===== src/sv/mcf_pkg.sv =====
// ---------------------------------------------------------------------------
// mcf_pkg
// Shared types and codes for the multicycle control state machine.
// ---------------------------------------------------------------------------
package mcf_pkg;

  typedef logic [5:0] opcode_t;
  typedef logic [5:0] funct_t;
  typedef logic [2:0] alu_class_t;
  typedef logic [2:0] alu_ctl_t;

  typedef enum logic [3:0] {
    S_FETCH     = 4'd0,
    S_DECODE    = 4'd1,
    S_MEM_ADDR  = 4'd2,
    S_MEM_READ  = 4'd3,
    S_MEM_WB    = 4'd4,
    S_MEM_WRITE = 4'd5,
    S_R_EXEC    = 4'd6,
    S_ALU_WB    = 4'd7,
    S_BEQ       = 4'd8,
    S_ADDI_EXEC = 4'd9,
    S_IMM_WB    = 4'd10,
    S_JUMP      = 4'd11,
    S_ORI       = 4'd12,
    S_XORI      = 4'd13,
    S_SLTI      = 4'd14,
    S_BNE       = 4'd15
  } state_t;

  localparam opcode_t OP_RTYPE = 6'h00;
  localparam opcode_t OP_J     = 6'h02;
  localparam opcode_t OP_BEQ   = 6'h04;
  localparam opcode_t OP_BNE   = 6'h05;
  localparam opcode_t OP_ADDI  = 6'h08;
  localparam opcode_t OP_SLTI  = 6'h0A;
  localparam opcode_t OP_ORI   = 6'h0D;
  localparam opcode_t OP_XORI  = 6'h0E;
  localparam opcode_t OP_LW    = 6'h23;
  localparam opcode_t OP_SW    = 6'h2B;

  localparam funct_t FN_ADD = 6'h20;
  localparam funct_t FN_SUB = 6'h22;
  localparam funct_t FN_AND = 6'h24;
  localparam funct_t FN_OR  = 6'h25;
  localparam funct_t FN_XOR = 6'h26;
  localparam funct_t FN_NOR = 6'h27;
  localparam funct_t FN_SLT = 6'h2A;

  localparam alu_class_t CLS_ADD   = 3'd0;
  localparam alu_class_t CLS_SUB   = 3'd1;
  localparam alu_class_t CLS_FUNCT = 3'd2;
  localparam alu_class_t CLS_SLT   = 3'd3;
  localparam alu_class_t CLS_BNE   = 3'd4;
  localparam alu_class_t CLS_OR    = 3'd6;
  localparam alu_class_t CLS_XOR   = 3'd7;

  localparam alu_ctl_t ALU_AND = 3'd0;
  localparam alu_ctl_t ALU_OR  = 3'd1;
  localparam alu_ctl_t ALU_ADD = 3'd2;
  localparam alu_ctl_t ALU_XOR = 3'd3;
  localparam alu_ctl_t ALU_NOR = 3'd4;
  localparam alu_ctl_t ALU_SUB = 3'd6;
  localparam alu_ctl_t ALU_SLT = 3'd7;

  localparam logic [1:0] PCS_ALU     = 2'd0;
  localparam logic [1:0] PCS_ALU_OUT = 2'd1;
  localparam logic [1:0] PCS_JUMP    = 2'd2;

  localparam logic [1:0] BR_NONE = 2'd0;
  localparam logic [1:0] BR_EQ   = 2'd1;
  localparam logic [1:0] BR_NE   = 2'd2;

  localparam logic [1:0] SRCB_REG   = 2'd0;
  localparam logic [1:0] SRCB_FOUR  = 2'd1;
  localparam logic [1:0] SRCB_IMM   = 2'd2;
  localparam logic [1:0] SRCB_IMMSH = 2'd3;

  typedef struct packed {
    logic       mem_to_reg;
    logic       reg_dst;
    logic       inst_or_data;
    logic [1:0] pc_source;
    logic       alu_src_a;
    logic       ir_write;
    logic       mem_write;
    logic       pc_write;
    logic [1:0] branch_mode;
    logic       reg_write;
    logic [1:0] alu_src_b;
    alu_class_t alu_class;
  } ctrl_t;

  typedef struct packed {
    logic       mem_to_reg;
    logic       reg_dst;
    logic       inst_or_data;
    logic [1:0] pc_source;
    logic       alu_src_a;
    logic       ir_write;
    logic       mem_write;
    logic       pc_write;
    logic [1:0] branch_mode;
    logic       reg_write;
    logic [1:0] alu_src_b;
    alu_ctl_t   alu_control;
  } out_word_t;

endpackage


===== src/sv/mcf_in_if.sv =====
// ---------------------------------------------------------------------------
// mcf_in_if
// Input channel: one word per clock edge of the controlled datapath.
// ---------------------------------------------------------------------------
interface mcf_in_if;
  logic             valid;
  logic             ready;
  logic             reset_req;
  mcf_pkg::opcode_t opcode;
  mcf_pkg::funct_t  funct_code;

  modport source (output valid, output reset_req, output opcode, output funct_code,
                  input ready);
  modport sink   (input valid, input reset_req, input opcode, input funct_code,
                  output ready);
endinterface


===== src/sv/mcf_out_if.sv =====
// ---------------------------------------------------------------------------
// mcf_out_if
// Result channel: datapath control word for one clock edge.
// ---------------------------------------------------------------------------
interface mcf_out_if;
  logic              valid;
  logic              ready;
  logic              mem_to_reg;
  logic              reg_dst;
  logic              inst_or_data;
  logic [1:0]        pc_source;
  logic              alu_src_a;
  logic              ir_write;
  logic              mem_write;
  logic              pc_write;
  logic [1:0]        branch_mode;
  logic              reg_write;
  logic [1:0]        alu_src_b;
  mcf_pkg::alu_ctl_t alu_control;

  modport source (output valid, output mem_to_reg, output reg_dst, output inst_or_data,
                  output pc_source, output alu_src_a, output ir_write, output mem_write,
                  output pc_write, output branch_mode, output reg_write,
                  output alu_src_b, output alu_control, input ready);
  modport sink   (input valid, input mem_to_reg, input reg_dst, input inst_or_data,
                  input pc_source, input alu_src_a, input ir_write, input mem_write,
                  input pc_write, input branch_mode, input reg_write,
                  input alu_src_b, input alu_control, output ready);
endinterface


===== src/sv/mcf_ctrl.sv =====
// ---------------------------------------------------------------------------
// mcf_ctrl
// Per-state control row and next-state selection.
// ---------------------------------------------------------------------------
module mcf_ctrl (
  input  mcf_pkg::state_t  state,
  input  mcf_pkg::opcode_t opcode,
  output mcf_pkg::ctrl_t   row,
  output mcf_pkg::state_t  state_next
);

  always_comb begin
    row = '0;
    unique case (state)
      mcf_pkg::S_FETCH: begin
        row.ir_write  = 1'b1;
        row.pc_write  = 1'b1;
        row.alu_src_b = mcf_pkg::SRCB_FOUR;
      end
      mcf_pkg::S_DECODE: begin
        row.alu_src_b = mcf_pkg::SRCB_IMMSH;
      end
      mcf_pkg::S_MEM_ADDR, mcf_pkg::S_ADDI_EXEC: begin
        row.alu_src_a = 1'b1;
        row.alu_src_b = mcf_pkg::SRCB_IMM;
      end
      mcf_pkg::S_MEM_READ: begin
        row.inst_or_data = 1'b1;
      end
      mcf_pkg::S_MEM_WB: begin
        row.mem_to_reg = 1'b1;
        row.reg_write  = 1'b1;
      end
      mcf_pkg::S_MEM_WRITE: begin
        row.inst_or_data = 1'b1;
        row.mem_write    = 1'b1;
      end
      mcf_pkg::S_R_EXEC: begin
        row.alu_src_a = 1'b1;
        row.alu_class = mcf_pkg::CLS_FUNCT;
      end
      mcf_pkg::S_ALU_WB: begin
        row.reg_dst   = 1'b1;
        row.reg_write = 1'b1;
      end
      mcf_pkg::S_BEQ: begin
        row.pc_source   = mcf_pkg::PCS_ALU_OUT;
        row.alu_src_a   = 1'b1;
        row.branch_mode = mcf_pkg::BR_EQ;
        row.alu_class   = mcf_pkg::CLS_SUB;
      end
      mcf_pkg::S_IMM_WB: begin
        row.reg_write = 1'b1;
      end
      mcf_pkg::S_JUMP: begin
        row.pc_source = mcf_pkg::PCS_JUMP;
        row.pc_write  = 1'b1;
      end
      mcf_pkg::S_ORI: begin
        row.alu_src_a = 1'b1;
        row.alu_src_b = mcf_pkg::SRCB_IMM;
        row.alu_class = mcf_pkg::CLS_OR;
      end
      mcf_pkg::S_XORI: begin
        row.alu_src_a = 1'b1;
        row.alu_src_b = mcf_pkg::SRCB_IMM;
        row.alu_class = mcf_pkg::CLS_XOR;
      end
      mcf_pkg::S_SLTI: begin
        row.alu_src_a = 1'b1;
        row.alu_src_b = mcf_pkg::SRCB_IMM;
        row.alu_class = mcf_pkg::CLS_SLT;
      end
      mcf_pkg::S_BNE: begin
        row.pc_source   = mcf_pkg::PCS_ALU_OUT;
        row.alu_src_a   = 1'b1;
        row.branch_mode = mcf_pkg::BR_NE;
        row.alu_class   = mcf_pkg::CLS_BNE;
      end
    endcase
  end

  always_comb begin
    state_next = mcf_pkg::S_FETCH;
    unique case (state)
      mcf_pkg::S_FETCH:     state_next = mcf_pkg::S_DECODE;
      mcf_pkg::S_DECODE: begin
        unique case (opcode)
          mcf_pkg::OP_LW,
          mcf_pkg::OP_SW:    state_next = mcf_pkg::S_MEM_ADDR;
          mcf_pkg::OP_RTYPE: state_next = mcf_pkg::S_R_EXEC;
          mcf_pkg::OP_BEQ:   state_next = mcf_pkg::S_BEQ;
          mcf_pkg::OP_ADDI:  state_next = mcf_pkg::S_ADDI_EXEC;
          mcf_pkg::OP_J:     state_next = mcf_pkg::S_JUMP;
          mcf_pkg::OP_ORI:   state_next = mcf_pkg::S_ORI;
          mcf_pkg::OP_XORI:  state_next = mcf_pkg::S_XORI;
          mcf_pkg::OP_SLTI:  state_next = mcf_pkg::S_SLTI;
          mcf_pkg::OP_BNE:   state_next = mcf_pkg::S_BNE;
          default:           state_next = mcf_pkg::S_FETCH;
        endcase
      end
      mcf_pkg::S_MEM_ADDR: begin
        priority if (opcode == mcf_pkg::OP_LW) state_next = mcf_pkg::S_MEM_READ;
        else if (opcode == mcf_pkg::OP_SW)     state_next = mcf_pkg::S_MEM_WRITE;
        else                                   state_next = mcf_pkg::S_FETCH;
      end
      mcf_pkg::S_MEM_READ:  state_next = mcf_pkg::S_MEM_WB;
      mcf_pkg::S_R_EXEC:    state_next = mcf_pkg::S_ALU_WB;
      mcf_pkg::S_ADDI_EXEC,
      mcf_pkg::S_ORI,
      mcf_pkg::S_XORI,
      mcf_pkg::S_SLTI:      state_next = mcf_pkg::S_IMM_WB;
      default:              state_next = mcf_pkg::S_FETCH;
    endcase
  end

endmodule


===== src/sv/mcf_alu_dec.sv =====
// ---------------------------------------------------------------------------
// mcf_alu_dec
// ALU decoder: operation class and funct field to ALU control code.
// ---------------------------------------------------------------------------
module mcf_alu_dec (
  input  mcf_pkg::alu_class_t alu_class,
  input  mcf_pkg::funct_t     funct_code,
  output mcf_pkg::alu_ctl_t   alu_control
);

  always_comb begin
    alu_control = mcf_pkg::ALU_AND;
    unique case (alu_class)
      mcf_pkg::CLS_ADD: alu_control = mcf_pkg::ALU_ADD;
      mcf_pkg::CLS_SUB: alu_control = mcf_pkg::ALU_SUB;
      mcf_pkg::CLS_FUNCT: begin
        unique case (funct_code)
          mcf_pkg::FN_ADD: alu_control = mcf_pkg::ALU_ADD;
          mcf_pkg::FN_SUB: alu_control = mcf_pkg::ALU_SUB;
          mcf_pkg::FN_AND: alu_control = mcf_pkg::ALU_AND;
          mcf_pkg::FN_OR:  alu_control = mcf_pkg::ALU_OR;
          mcf_pkg::FN_SLT: alu_control = mcf_pkg::ALU_SLT;
          mcf_pkg::FN_XOR: alu_control = mcf_pkg::ALU_XOR;
          mcf_pkg::FN_NOR: alu_control = mcf_pkg::ALU_NOR;
          default:         alu_control = mcf_pkg::ALU_AND;
        endcase
      end
      mcf_pkg::CLS_SLT: alu_control = mcf_pkg::ALU_SLT;
      mcf_pkg::CLS_BNE: alu_control = mcf_pkg::ALU_SUB;
      mcf_pkg::CLS_OR:  alu_control = mcf_pkg::ALU_OR;
      mcf_pkg::CLS_XOR: alu_control = mcf_pkg::ALU_XOR;
      default:          alu_control = mcf_pkg::ALU_AND;
    endcase
  end

endmodule


===== src/sv/multicycle_cpu_control_fsm.sv =====
// ---------------------------------------------------------------------------
// multicycle_cpu_control_fsm
// Multicycle processor control state machine with output word register.
//
//   channel  dir  payload
//   in_ch    in   reset_req, opcode, funct_code
//   out_ch   out  mem_to_reg .. alu_src_b, alu_control
//
// One word in, one word out; a new word is taken every cycle while the output word is not stalled.
// The state register and the output register load on the same edge.
// The output word register holds the control word and shows it in the cycle after the input word is taken.
// rst_n clears the state to fetch and empties the output register.
// A stalled output word blocks input only while out_ch.ready is low.
// ---------------------------------------------------------------------------
module multicycle_cpu_control_fsm (
  input  logic               clk,
  input  logic               rst_n,
  mcf_in_if.sink             in_ch,
  mcf_out_if.source          out_ch
);

  mcf_pkg::state_t    state_r;
  mcf_pkg::state_t    state_nxt;
  mcf_pkg::state_t    state_cur;
  mcf_pkg::ctrl_t     row;
  mcf_pkg::alu_ctl_t  alu_ctl;
  mcf_pkg::out_word_t out_r;
  mcf_pkg::out_word_t out_nxt;
  logic               out_valid_r;
  logic               out_valid_nxt;
  logic               in_ready;
  logic               in_acc;

  assign state_cur = in_ch.reset_req ? mcf_pkg::S_FETCH : state_r;

  mcf_ctrl u_ctrl (
    .state      (state_cur),
    .opcode     (in_ch.opcode),
    .row        (row),
    .state_next (state_nxt)
  );

  mcf_alu_dec u_alu_dec (
    .alu_class   (row.alu_class),
    .funct_code  (in_ch.funct_code),
    .alu_control (alu_ctl)
  );

  assign in_ready    = !out_valid_r || out_ch.ready;
  assign in_acc      = in_ch.valid && in_ready;
  assign in_ch.ready = in_ready;

  always_comb begin
    out_nxt.mem_to_reg   = row.mem_to_reg;
    out_nxt.reg_dst      = row.reg_dst;
    out_nxt.inst_or_data = row.inst_or_data;
    out_nxt.pc_source    = row.pc_source;
    out_nxt.alu_src_a    = row.alu_src_a;
    out_nxt.ir_write     = row.ir_write;
    out_nxt.mem_write    = row.mem_write;
    out_nxt.pc_write     = row.pc_write;
    out_nxt.branch_mode  = row.branch_mode;
    out_nxt.reg_write    = row.reg_write;
    out_nxt.alu_src_b    = row.alu_src_b;
    out_nxt.alu_control  = alu_ctl;
    out_valid_nxt        = in_acc || (out_valid_r && !out_ch.ready);
  end

  always_ff @(posedge clk) begin
    if (!rst_n) begin
      state_r     <= mcf_pkg::S_FETCH;
      out_valid_r <= 1'b0;
    end else begin
      out_valid_r <= out_valid_nxt;
      if (in_acc) begin
        state_r <= state_nxt;
      end
    end
  end

  always_ff @(posedge clk) begin
    if (in_acc) begin
      out_r <= out_nxt;
    end
  end

  assign out_ch.valid        = out_valid_r;
  assign out_ch.mem_to_reg   = out_r.mem_to_reg;
  assign out_ch.reg_dst      = out_r.reg_dst;
  assign out_ch.inst_or_data = out_r.inst_or_data;
  assign out_ch.pc_source    = out_r.pc_source;
  assign out_ch.alu_src_a    = out_r.alu_src_a;
  assign out_ch.ir_write     = out_r.ir_write;
  assign out_ch.mem_write    = out_r.mem_write;
  assign out_ch.pc_write     = out_r.pc_write;
  assign out_ch.branch_mode  = out_r.branch_mode;
  assign out_ch.reg_write    = out_r.reg_write;
  assign out_ch.alu_src_b    = out_r.alu_src_b;
  assign out_ch.alu_control  = out_r.alu_control;

`ifndef SYNTHESIS
  a_reset_word_fetch: assert property (@(posedge clk) disable iff (!rst_n)
    in_acc && in_ch.reset_req |=> out_ch.valid && out_ch.ir_write && out_ch.pc_write)
    else $error("reset word did not produce a fetch control word");

  a_fetch_to_decode: assert property (@(posedge clk) disable iff (!rst_n)
    in_acc && state_cur == mcf_pkg::S_FETCH |=> state_r == mcf_pkg::S_DECODE)
    else $error("fetch did not advance to decode");

  a_state_hold: assert property (@(posedge clk) disable iff (!rst_n)
    !in_acc |=> $stable(state_r))
    else $error("state moved without an accepted word");

  a_stall_blocks_input: assert property (@(posedge clk) disable iff (!rst_n)
    out_valid_r && !out_ch.ready |-> !in_ch.ready)
    else $error("input taken while output word stalled");
`endif

endmodule

===== src/flat_wrapper.sv =====
// flat-port wrapper written by rule: the top's interface ports become plain ports
module multicycle_cpu_control_fsm_flat 
  (clk, rst_n, in_ch_valid, in_ch_reset_req, in_ch_opcode, in_ch_funct_code, in_ch_ready, out_ch_valid, out_ch_mem_to_reg, out_ch_reg_dst, out_ch_inst_or_data, out_ch_pc_source, out_ch_alu_src_a, out_ch_ir_write, out_ch_mem_write, out_ch_pc_write, out_ch_branch_mode, out_ch_reg_write, out_ch_alu_src_b, out_ch_alu_control, out_ch_ready);
  mcf_in_if in_ch_i ();
  mcf_out_if out_ch_i ();
  input  logic clk;
  input  logic rst_n;
  input wire logic [$bits(in_ch_i.valid)-1:0] in_ch_valid;
  input wire logic [$bits(in_ch_i.reset_req)-1:0] in_ch_reset_req;
  input wire logic [$bits(in_ch_i.opcode)-1:0] in_ch_opcode;
  input wire logic [$bits(in_ch_i.funct_code)-1:0] in_ch_funct_code;
  output wire logic [$bits(in_ch_i.ready)-1:0] in_ch_ready;
  output wire logic [$bits(out_ch_i.valid)-1:0] out_ch_valid;
  output wire logic [$bits(out_ch_i.mem_to_reg)-1:0] out_ch_mem_to_reg;
  output wire logic [$bits(out_ch_i.reg_dst)-1:0] out_ch_reg_dst;
  output wire logic [$bits(out_ch_i.inst_or_data)-1:0] out_ch_inst_or_data;
  output wire logic [$bits(out_ch_i.pc_source)-1:0] out_ch_pc_source;
  output wire logic [$bits(out_ch_i.alu_src_a)-1:0] out_ch_alu_src_a;
  output wire logic [$bits(out_ch_i.ir_write)-1:0] out_ch_ir_write;
  output wire logic [$bits(out_ch_i.mem_write)-1:0] out_ch_mem_write;
  output wire logic [$bits(out_ch_i.pc_write)-1:0] out_ch_pc_write;
  output wire logic [$bits(out_ch_i.branch_mode)-1:0] out_ch_branch_mode;
  output wire logic [$bits(out_ch_i.reg_write)-1:0] out_ch_reg_write;
  output wire logic [$bits(out_ch_i.alu_src_b)-1:0] out_ch_alu_src_b;
  output wire logic [$bits(out_ch_i.alu_control)-1:0] out_ch_alu_control;
  input wire logic [$bits(out_ch_i.ready)-1:0] out_ch_ready;
  assign in_ch_i.valid = in_ch_valid;
  assign in_ch_i.reset_req = in_ch_reset_req;
  assign in_ch_i.opcode = in_ch_opcode;
  assign in_ch_i.funct_code = in_ch_funct_code;
  assign in_ch_ready = in_ch_i.ready;
  assign out_ch_valid = out_ch_i.valid;
  assign out_ch_mem_to_reg = out_ch_i.mem_to_reg;
  assign out_ch_reg_dst = out_ch_i.reg_dst;
  assign out_ch_inst_or_data = out_ch_i.inst_or_data;
  assign out_ch_pc_source = out_ch_i.pc_source;
  assign out_ch_alu_src_a = out_ch_i.alu_src_a;
  assign out_ch_ir_write = out_ch_i.ir_write;
  assign out_ch_mem_write = out_ch_i.mem_write;
  assign out_ch_pc_write = out_ch_i.pc_write;
  assign out_ch_branch_mode = out_ch_i.branch_mode;
  assign out_ch_reg_write = out_ch_i.reg_write;
  assign out_ch_alu_src_b = out_ch_i.alu_src_b;
  assign out_ch_alu_control = out_ch_i.alu_control;
  assign out_ch_i.ready = out_ch_ready;
  multicycle_cpu_control_fsm u_core (.clk(clk), .rst_n(rst_n), .in_ch(in_ch_i), .out_ch(out_ch_i));
endmodule

===== config.mk =====
export PLATFORM = sky130hd
export DESIGN_NAME = multicycle_cpu_control_fsm_flat
export DESIGN_NICKNAME = d
export VERILOG_FILES = /design/src/sv/mcf_pkg.sv /design/src/sv/mcf_in_if.sv /design/src/sv/mcf_out_if.sv /design/src/sv/mcf_ctrl.sv /design/src/sv/mcf_alu_dec.sv /design/src/sv/multicycle_cpu_control_fsm.sv /design/src/flat_wrapper.sv
export SDC_FILE = /design/constraint.sdc
export NUM_CORES = 1
export LEC_CHECK = 0
export BUFFER_PORTS_ARGS = -buffer_cell sky130_fd_sc_hd__buf_4
export CORE_AREA = 2 2 55 57
export DETAILED_ROUTE_END_ITERATION = 8
export DIE_AREA = 0 0 57 59
export PLACE_DENSITY = 0.75
export SLEW_MARGIN = 20
export SYNTH_ARGS = -nofsm -noshare
export SYNTH_HDL_FRONTEND = slang
export SYNTH_SLANG_ARGS = --single-unit
export TNS_END_PERCENT = 20

===== constraint.sdc =====
create_clock -name clk -period 2 [get_ports clk]
set_clock_uncertainty 0.15 [all_clocks]
set_input_delay 0.2 -clock clk [delete_from_list [all_inputs] [get_ports clk]]
set_output_delay 0.2 -clock clk [all_outputs]
set_load 0.05 [all_outputs]

==> impl_metrics.toml <==
[setup_path]
path_cells = "nand2_1 > nor4b_1 > nand3_1 > o21ai_0"
cp_slowest_cell = "dfxtp_1"
path_class = "flop to flop"
rr_startpoint = "u_core.state_r[2]$_SDFFE_PN0P_"
worstPathArrival_ns = 1.84
start_kind = "flop"
cp_slowest_stage_delay_ns = 0.63
cp.required_ns = 2.01
crit_fanout = 13
crit_path_end_kind = "flop"
crit_start = "u_core.state_r[2]$_SDFFE_PN0P_"

[timing]
tns_ns = 0
min_period_ns = 1.825
finalSetupViolations = 0
hold_viol_final = 0
worst_pin_slew_ns = 0.4605
slew_viol_final = 0
relSlewSlack_pct = 69.26
rsz0062_at_grt = "no"
period_share_pct = 91.27
fmax_ghz = 0.5478

[place]
hpwl_um = 2400
placed_area_mm2 = 0.001648
place.gp.congestion = 0.9338
port_buffers = 35

[final_layout]
layout_commonest_cell = "buf_4"
diodes = 0
nets = 198
drive_gt1_share_pct = 31.11
final_cell_mix = "buf_4, edfxtp_1, nor2_1"
largest_register_ffs = 4
syn2layout_area_growth_pct = 28.12
num-fill-cells = 237
largest_register = "u_core.state_r"
final_cell_area_mm2 = 0.001710

[die]
die_width_um = 57
fp.dieH_um = 59
start_util_pct = 49.26
ioPinCount = 36
die_area_mm2 = 0.003363
fp-row-count = 19
core_mm2 = 0.002710

[clock_tree]
ctsResizeCount = 0
h-tree-depth = 1
ctsRootBufferMaster = "clkbuf_4"
cts_inserted_buffers = 3
clk_transition_reported_paths_ns = 0.13
clk_path_buf_depth = 2
postCtsSetupRepairBufs = 0
cts.sinks = 22
postCtsHoldBufs = 1
cts_tree = "built"
clkLatencyLatePin_ns = 0.31

[pwr]
powerDensity_mw_per_mm2 = 635.0
power.leakage_nw = 0.6379
max-vdd-ir-drop_mv = 0.5773

[synth]
netlist_area_mm2 = 0.001335
synth_fp_nets = 161
ys_seq_area_share_pct = 45.74
syn_inst = 144
postSynthAreaPerCell_um2 = 9.271
synth_edf_count = 17
ys_ff_latch = 22
ys.warnings.count = 0
async_flop_share_pct = 0
synth_ff_type = "edfxtp_1"
ys_types = 44

[routing]
post-route-drc-count = 0
antenna_left = 0
dr.pass1.iters = 4
drt_iter0_drc = 47
drt-total-wl_um = 3197
route.detailed.wl_per_inst_um = 15.15
vias = 1261
drt-vias-per-instance = 5.976

[run_status]
status = "finished, final reports clean"

[global_routing]
antenna_found_initial = 0
grt_pass1_vias = 1188
grt_max_degree = 16
grt_pass1_wl_um = 5402
grt_overflow_total = 0
track_usage_pct = 20.49

[worst_hold_path]
hold_path_class = "input pin to flop"
hold_path.startpoint = "rst_n"

[run]
cap_viol_max_count = 0
worst max-delay path, delay by kind of cell, from the launching register on:
family	cells	cell delay, ns
and+or+nand+nor	3	0.80
DFF	1	0.63
AOI/OAI and AO/OA	1	0.11
worst paths after layout:
| kind | endpoint | slack, ns | cells after the start |
|---|---|---|---|
| worst max-delay path | u_core.out_ch.alu_control[2]$_DFFE_PP_ | 0.17 | 4 |
| worst min-delay path | u_core.state_r[0]$_SDFFE_PN0P_ | 0.02 | 3 |
| worst max register to register | u_core.out_ch.alu_control[2]$_DFFE_PP_ | 0.17 | 4 |
| worst min register to register | u_core.out_ch.valid$_SDFF_PN0_ | 0.37 | 2 |
logic make-up after synthesis:
family                     after synthesis  share of synthesized area [%]
DFF                                     22                          45.74
AOI/OAI and AO/OA                       41                          20.34
and+or+nand+nor                         55                          23.52
xor gates and xnor gates                 5                          3.280
adders and majority gates                1                         0.7498
muxes                                    1                         0.7498
buffers and inverters                   19                          5.623
area by class of cell:
cell class / instances / area (µm²) / share of cell area (%)
Clock inverter: 1 / 30.03 / 1.756
Tap cell: 31 / 38.79 / 2.268
Inverter: 9 / 37.54 / 2.195
Sequential cell: 22 / 611.8 / 35.77
Clock buffer: 3 / 22.52 / 1.317
Multi-Input combinational cell: 103 / 651.9 / 38.11
Timing Repair Buffer: 42 / 317.8 / 18.58
report_power, final:
part / internal [mW] / switching (mW) / total [mW]
clock: 0.203 / 0.143 / 0.346
combinational: 0.0809 / 0.141 / 0.222
sequential: 0.510 / 0.00767 / 0.518
metrics by stage:
stage,setup WS [ns],hold WS (ns),total power [mW],instances,util (%)
2_1_floorplan,0.02021,0.1813,0.6685,144,-
3_3_place_gp,0.2993,0.3064,0.7411,206,60.80
3_5_place_dp,0.2505,0.3217,0.7479,206,60.80
4_1_cts,0.2208,0.01807,1.087,211,63.11
5_1_grt,0.04271,0.01128,1.128,211,63.11
6_report,0.1746,0.01882,1.086,211,63.11
Yosys cell counts, types with 2 or more instances:
| cell type | instances | area (µm²) |
|---|---|---|
| a2111oi_0 | 2 | 17.52 |
| a21o_1 | 2 | 15.01 |
| a21oi_1 | 6 | 30.03 |
| a22o_1 | 2 | 17.52 |
| a22oi_1 | 3 | 22.52 |
| a31oi_1 | 2 | 12.51 |
| buf_2 | 3 | 15.01 |
| clkbuf_1 | 7 | 26.28 |
| dfxtp_1 | 5 | 100.1 |
| edfxtp_1 | 17 | 510.5 |
| inv_1 | 9 | 33.78 |
| nand2_1 | 5 | 18.77 |
| nand2b_1 | 4 | 25.02 |
| nand3_1 | 5 | 25.02 |
| nand3b_1 | 3 | 22.52 |
| nand4b_1 | 2 | 17.52 |
| nor2_1 | 15 | 56.30 |
| nor3_1 | 6 | 30.03 |
| nor4_1 | 2 | 12.51 |
| o21ai_0 | 13 | 65.06 |
| o21bai_1 | 2 | 15.01 |
| o22ai_1 | 2 | 12.51 |
| or2_2 | 3 | 18.77 |
| xnor2_1 | 4 | 35.03 |
layer usage:
| metal | global-route usage [%] | part of all wire (%) | vias to the layer above |
|---|---|---|---|
| met5 | 0 | 0 | - |
| met4 | 8.970 | 1.8 | 0 |
| met3 | 2.620 | 6.3 | 6 |
| met2 | 37.11 | 53 | 61 |
| met1 | 24.44 | 39 | 591 |
| li1 | - | - | 603 |
Note: power is estimated with default switching activity, not from simulation.
